File: config.mk
export PLATFORM = sky130hd
export DESIGN_NAME = usb_nrzi_bitstuff_serializer_unit
export DESIGN_NICKNAME = d
export VERILOG_FILES = /design/src/design/usbnrzi_pkg.sv /design/src/design/usb_nrzi_bitstuff_serializer_unit.sv
export SDC_FILE = /design/constraint.sdc
export NUM_CORES = 1
export LEC_CHECK = 0
export BUFFER_PORTS_ARGS = -buffer_cell sky130_fd_sc_hd__buf_2
export CAP_MARGIN = 5
export CORE_MARGIN = 5
export CORE_UTILIZATION = 55
export DETAILED_ROUTE_END_ITERATION = 12
export PLACE_DENSITY = 0.83
export SETUP_SLACK_MARGIN = 0.5
export SYNTH_ARGS = -nofsm -noshare
export SYNTH_HDL_FRONTEND = slang
export SYNTH_SLANG_ARGS = --single-unit
File: constraint.sdc
create_clock -name aclk -period 9.2 [get_ports aclk]
set_clock_uncertainty 0.05 [all_clocks]
set_input_delay 1.84 -clock aclk [delete_from_list [all_inputs] [get_ports aclk]]
set_output_delay 1.84 -clock aclk [all_outputs]
set_load 0.005 [all_outputs]
File: src/design/usbnrzi_pkg.sv
// ----------------------------------------------------------------------------
// USB NRZI serializer package
// Shared types and constants for the NRZI / bit-stuffing serializer.
// ----------------------------------------------------------------------------
package usbnrzi_pkg;

    // Configuration register indexes.
    localparam logic [3:0] CFG_SYNC_PATTERN = 4'd0;
    localparam logic [3:0] CFG_STUFF_LIMIT  = 4'd1;

    // Register reset values.
    localparam logic [15:0] SYNC_RESET  = 16'h999A;
    localparam logic [2:0]  STUFF_RESET = 3'd6;

    // Symbol counts.
    localparam logic [3:0] SYNC_SYMBOLS = 4'd8;
    localparam logic [3:0] LAST_SYMBOL  = 4'd15;

    // Two-bit line symbols (D-/D+).
    localparam logic [1:0] SYM_LEVEL1 = 2'b01;
    localparam logic [1:0] SYM_LEVEL0 = 2'b10;
    localparam logic [1:0] SYM_SE0    = 2'b00;

    // Input item: one packet byte.
    typedef struct packed {
        logic [7:0] data_byte;
        logic       last_byte;
    } in_item_t;

    // Result item: one packed word of 16 symbols.
    typedef struct packed {
        logic [31:0] tx_word;
        logic        last_word;
    } out_item_t;

    // Sequencer states.
    typedef enum logic [1:0] {
        ST_IDLE,
        ST_BITS,
        ST_PAD
    } state_t;

endpackage

File: src/design/usb_nrzi_bitstuff_serializer_unit.sv
// ----------------------------------------------------------------------------
// USB NRZI bit-stuffing serializer
// Encodes packet bytes into NRZI line symbols with bit stuffing and packs
// them, sixteen two-bit symbols at a time, into 32-bit words.
// ----------------------------------------------------------------------------
// Usage:
//   Bytes enter on the s_ channel, least significant bit first; last_byte
//   closes the packet. Words leave on the m_ channel, oldest symbol in the
//   top bits. The first word of a packet starts with the eight SYNC symbols
//   from the sync_pattern register; the closing word is padded with SE0.
//   The cfg_ channel writes sync_pattern (index 0) and stuff_limit (index 1)
//   and is always ready; users make writes while the block is idle (unenforced).
// Timing:
//   The bit sequencer produces one symbol per cycle unless a finished word
//   waits for the output register. Each byte is accepted, then its eight
//   data bits and any stuffed bits are shifted; no byte is taken meanwhile.
//   After the last byte the pad sequencer shifts in one SE0 symbol per cycle
//   until the closing word is full, and issues it once the output is free.
// Reset and stall:
//   Reset clears the sequencer, the output register and the packet state and
//   restores the register defaults. Finished words sit in an output register;
//   when the receiver stalls, the block keeps working and waits only when the
//   next word completes while the previous one has not been taken.
// ----------------------------------------------------------------------------
module usb_nrzi_bitstuff_serializer_unit
    import usbnrzi_pkg::*;
(
    input  logic        aclk,
    input  logic        aresetn,
    // Byte input channel
    input  logic        s_valid,
    output logic        s_ready,
    input  in_item_t    s_data,
    // Word output channel
    output logic        m_valid,
    input  logic        m_ready,
    output out_item_t   m_data,
    // Configuration write channel
    input  logic        cfg_valid,
    output logic        cfg_ready,
    input  logic [3:0]  cfg_index,
    input  logic [15:0] cfg_data
);

    state_t      state_reg, state_next;
    logic [15:0] sync_reg;
    logic [2:0]  limit_reg;
    logic [7:0]  byte_reg, byte_next;
    logic [2:0]  bit_cnt_reg, bit_cnt_next;
    logic        last_reg, last_next;
    logic [31:0] word_reg, word_next;
    logic [3:0]  count_reg, count_next;
    logic [2:0]  ones_reg, ones_next;
    logic        level_reg, level_next;
    logic        open_reg, open_next;
    logic        m_valid_reg, m_valid_next;
    out_item_t   m_data_reg, m_data_next;

    logic        bits_active;
    logic        pad_active;
    logic        accept;
    logic        out_free;
    logic [2:0]  limit_eff;
    logic        do_stuff;
    logic        sym_level;
    logic [1:0]  sym;
    logic [31:0] shifted;
    logic        bits_step;
    logic        data_done;
    logic        pad_step;
    logic        pad_done;

    // The configuration port never stalls.
    assign cfg_ready = 1'b1;

    // Common handshake terms.
    assign accept   = s_valid && s_ready;
    assign out_free = !m_valid_reg || m_ready;

    // A stuff limit of zero behaves as one.
    assign limit_eff = (limit_reg == 3'd0) ? 3'd1 : limit_reg;

    // Next symbol of the bit sequencer: a stuffed bit or a zero toggles the level.
    assign do_stuff  = (ones_reg >= limit_eff);
    assign sym_level = (do_stuff || !byte_reg[0]) ? ~level_reg : level_reg;
    assign sym       = sym_level ? SYM_LEVEL1 : SYM_LEVEL0;
    assign shifted   = {word_reg[29:0], (pad_active ? SYM_SE0 : sym)};

    // A step that completes a word waits for the output register.
    assign bits_step = bits_active && ((count_reg != LAST_SYMBOL) || out_free);
    assign data_done = bits_step && !do_stuff && (bit_cnt_reg == 3'd7);
    assign pad_done  = (count_reg == 4'd0) || (count_reg == LAST_SYMBOL);
    assign pad_step  = pad_active && (!pad_done || out_free);

    // Sequencer next state.
    always_comb begin
        state_next = state_reg;
        case (state_reg)
            ST_IDLE: begin
                if (accept) begin
                    state_next = ST_BITS;
                end
            end
            ST_BITS: begin
                if (data_done) begin
                    state_next = last_reg ? ST_PAD : ST_IDLE;
                end
            end
            ST_PAD: begin
                if (pad_step && pad_done) begin
                    state_next = ST_IDLE;
                end
            end
            default: begin
                state_next = ST_IDLE;
            end
        endcase
    end

    // Sequencer outputs.
    always_comb begin
        s_ready     = 1'b0;
        bits_active = 1'b0;
        pad_active  = 1'b0;
        case (state_reg)
            ST_IDLE: begin
                s_ready = 1'b1;
            end
            ST_BITS: begin
                bits_active = 1'b1;
            end
            ST_PAD: begin
                pad_active = 1'b1;
            end
            default: begin
                s_ready = 1'b0;
            end
        endcase
    end

    // Datapath: byte shifter, symbol shifter and output register.
    always_comb begin
        byte_next    = byte_reg;
        bit_cnt_next = bit_cnt_reg;
        last_next    = last_reg;
        word_next    = word_reg;
        count_next   = count_reg;
        ones_next    = ones_reg;
        level_next   = level_reg;
        open_next    = open_reg;
        m_valid_next = m_valid_reg;
        m_data_next  = m_data_reg;

        // The pending word is gone once its transfer completes.
        if (m_valid_reg && m_ready) begin
            m_valid_next = 1'b0;
        end

        // Take a byte; the first byte of a packet loads the SYNC symbols.
        if (accept) begin
            byte_next    = s_data.data_byte;
            last_next    = s_data.last_byte;
            bit_cnt_next = 3'd0;
            if (!open_reg) begin
                word_next  = {16'd0, sync_reg};
                count_next = SYNC_SYMBOLS;
                ones_next  = 3'd0;
                level_next = 1'b0;
                open_next  = 1'b1;
            end
        end

        // One NRZI symbol per cycle, stuffed or data, unless a finished word waits for the output register.
        if (bits_step) begin
            level_next = sym_level;
            if (do_stuff || !byte_reg[0]) begin
                ones_next = 3'd0;
            end else if (ones_reg != 3'd7) begin
                ones_next = ones_reg + 3'd1;
            end
            if (!do_stuff) begin
                byte_next    = {1'b0, byte_reg[7:1]};
                bit_cnt_next = bit_cnt_reg + 3'd1;
            end
            if (count_reg == LAST_SYMBOL) begin
                m_valid_next          = 1'b1;
                m_data_next.tx_word   = shifted;
                m_data_next.last_word = 1'b0;
                word_next             = 32'd0;
                count_next            = 4'd0;
            end else begin
                word_next  = shifted;
                count_next = count_reg + 4'd1;
            end
        end

        // SE0 padding of the closing word, one symbol per cycle; the closing step waits for the output register.
        if (pad_step) begin
            if (pad_done) begin
                m_valid_next          = 1'b1;
                m_data_next.tx_word   = (count_reg == 4'd0) ? 32'd0 : shifted;
                m_data_next.last_word = 1'b1;
                word_next             = 32'd0;
                count_next            = 4'd0;
                open_next             = 1'b0;
            end else begin
                word_next  = shifted;
                count_next = count_reg + 4'd1;
            end
        end
    end

    // Registers.
    always_ff @(posedge aclk) begin
        if (!aresetn) begin
            state_reg   <= ST_IDLE;
            sync_reg    <= SYNC_RESET;
            limit_reg   <= STUFF_RESET;
            open_reg    <= 1'b0;
            m_valid_reg <= 1'b0;
            count_reg   <= SYNC_SYMBOLS;
            ones_reg    <= 3'd0;
            level_reg   <= 1'b0;
            bit_cnt_reg <= 3'd0;
        end else begin
            state_reg   <= state_next;
            open_reg    <= open_next;
            m_valid_reg <= m_valid_next;
            count_reg   <= count_next;
            ones_reg    <= ones_next;
            level_reg   <= level_next;
            bit_cnt_reg <= bit_cnt_next;
            if (cfg_valid && cfg_ready) begin
                case (cfg_index)
                    CFG_SYNC_PATTERN: sync_reg  <= cfg_data;
                    CFG_STUFF_LIMIT:  limit_reg <= cfg_data[2:0];
                    default:          ;
                endcase
            end
        end
    end

    // Payload registers need no reset.
    always_ff @(posedge aclk) begin
        byte_reg   <= byte_next;
        last_reg   <= last_next;
        word_reg   <= word_next;
        m_data_reg <= m_data_next;
    end

    assign m_valid = m_valid_reg;
    assign m_data  = m_data_reg;

endmodule

==> reports/qor.txt <==
Synth top cells by count -> dfxtp_1, nand2_1, edfxtp_1, a22o_1, nand3_1
Routed WL per cell -> 15.9 um
Largest cells by area after synthesis -> dfxtp_1, edfxtp_1, a22o_1
CP endpoint kind -> flip-flop
Total CTS buffers -> 9
#FFs+latches synth -> 106
Sequential cell area -> 2430 um^2
Die H -> 98.3 um
Grt total ovfl -> 0
Detailed Place HPWL -> 6.10 mm
RR Endpoint -> word_reg[28]
Die width -> 98.3 um
PortBufs -> 68
Worst Setup EP -> word_reg[28]
Crit path launch -> s_valid
Bufs and invs on worst path -> 3
Most frequent cell after synthesis -> dfxtp_1
Total Wirelength -> 8.76 mm
Origin of the critical flop-to-flop path -> state_reg[1]
Hold Crit Start -> m_data[0]
Reg clk slew, reported paths -> 0.11 ns
Count of cell types in the netlist -> 52
# nets final -> 488
EDFF count, synth -> 31
Vias/cell -> 5.75
Peak Freq -> 265 MHz
Layout cells sized above 1 -> 26.2%
Ys flop type -> dfxtp_1
Max-cap violation count -> 0
Core area -> 7650 um^2
Cell Rows -> 32
Critical Path Source Type -> input port
Initial DRC Count -> 149
Hold crit path type -> flip-flop to flip-flop
Area delta synth->final -> 13.5%
Slowest stage cell, crit path -> or3b_2
Post-synthesis area per instance -> 11.1 um^2
Crit path largest cell delay -> 0.50 ns
Area occupied by multi-input gates -> 1690 um^2
Routability-driven placement congestion ratio -> 0.839
Starting Density -> 56.1%
Final hold vios -> 0
CTS H-tree lvls -> 3
Synth warn -> 0
Final Critical Period -> 3.77 ns
Final WS setup -> 5.43 ns
Crit path depth -> 6
Die ar. -> 9660 um^2
Post-CTS Setup Bufs -> 0
Fin. max-slew vios -> 0
Final setup violation count -> 0
Max IR drop VDD -> 0.0000775 V
First-pass GRT wire length -> 14.7 mm
Cts hold-fix bufs -> 0
Status -> finished clean
Ys async rst share -> 0%
# clock sinks -> 106
Largest net degree at the start of global routing -> 33
Fraction of the cycle the final worst path needs -> 41.0%
Ant. Diodes -> 0
R2R Setup Slk -> 6.55 ns
Static leakage power -> 2.05 nW
Total track usage -> 18.6%
Final TNS setup -> 0 ns
Vias in the first global route -> 3117
Critical path cell sequence -> buf_2 -> or3b_2 -> inv_1 -> nand2b_1 -> o21ai_2 -> buf_4
Max transition margin -> 31.1%
Drt drc -> 0
Max FFs per register -> 33
Yosys top cell by area -> dfxtp_1
Worst setup path class -> input port to flip-flop
First drt pass iteration count -> 4
Sequential share of the synthesized area -> 56.7%
CP Max Fanout -> 23
Syn Inst Count -> 387
R2R depth -> 5
Synth Cell Area -> 4290 um^2
Filler cell count -> 612
Worst slew pin tran -> 1.03 ns
CP Data Required Time -> 9.20 ns
Skew-Pair Late Insertion Delay -> 0.37 ns
RSZ-0062 raised after global routing -> no
Via count -> 3176
Synth top area share -> 35.0%
CTS tree -> yes
Cell Pwr Density -> 183 nW/um^2
Dpl ws -> 5.05 ns
Syn Nets -> 430
Clk root buf -> clkbuf_8
Post-CTS Resized -> 0
Initial antenna violation count -> 0
Clk buf depth -> 2
Post-route ant nets -> 0
CP Data Arrival Time -> 3.77 ns
Worst path top cell family by delay -> buffers and inverters
I/O Pins -> 70
[layout by cell type, fill, tap and decap left out, types with 10 or more instances in the layout]
cell / netlist / routed
o21ai_0: 11 / 10
a22o_1: 30 / 30
a22o_2: 16 / 16
nor2_1: 11 / 10
edfxtp_1: 31 / 31
and2_1: 15 / 15
buf_2: 6 / 68
nand3_1: 21 / 21
dfxtp_1: 75 / 75
nand2_1: 44 / 44
a21oi_1: 17 / 17
mux2i_1: 11 / 11
[area by class of cell]
| class | count | area share [%] |
|---|---|---|
| clock buffer | 9 | 2.54 |
| clock inverter | 7 | 1.85 |
| inverter | 8 | 0.617 |
| multi-input combinational | 248 | 34.8 |
| sequential | 106 | 50.0 |
| tap | 102 | 2.62 |
| timing repair buffer | 72 | 7.61 |
[through the flow]
step	hold WS [ns]	total power, mW	cells	area (um^2)	utilization, %
floorplan	0.387	0.577	387	4290	-
global placement	0.395	0.594	536	4650	60.8
detailed placement	0.397	0.597	536	4650	60.8
CTS	0.414	0.897	552	4870	63.6
global route	0.436	0.927	552	4870	63.6
finish	0.410	0.892	552	4870	63.6
[worst min-delay path: cells and delay by family, from the launching register on]
family	cells	cell delay, ns
DFF	1	0.32
AOI/OAI and AO/OA	1	0.06
buffers and inverters	1	0.04
[cell families after synthesis]
group                      synth area share [%]
AOI/OAI and AO/OA                          18.9
xor gates and xnor gates                  0.408
adders and majority gates                  2.63
buffers and inverters                      4.32
DFF                                        56.7
muxes                                      2.57
other                                    0.0874
and+or+nand+nor                            14.4
[worst min path at each step]
stage                   endpoint  slack (ns)  cells after the start
finish                 m_data[0]        0.41                      2
global route           m_data[0]        0.44                      2
CTS                    m_data[0]        0.41                      2
detailed placement     m_data[0]        0.40                      2
global placement    sync_reg[13]        0.39                      2
floorplan            sync_reg[0]        0.39                      2
[where the power goes]
group / total, mW / leakage [nW] / internal (mW) / switching [mW]
logic: 0.0633 / 1.03 / 0.0272 / 0.0360
registers: 0.523 / 0.918 / 0.508 / 0.0150
clock network: 0.305 / 0.110 / 0.133 / 0.172
total: 0.892 / 2.05 / 0.669 / 0.223
[layer usage]
metal / track usage, % / wire length (um) / up-vias
met3: 3.64 / 520 / 13
li1: - / - / 1541
met1: 24.2 / 3860 / 1534
met5: 0 / 0 / -
met2: 30.7 / 4260 / 88
met4: 6.83 / 124 / 0
Note: power is estimated with default switching activity, not from simulation.
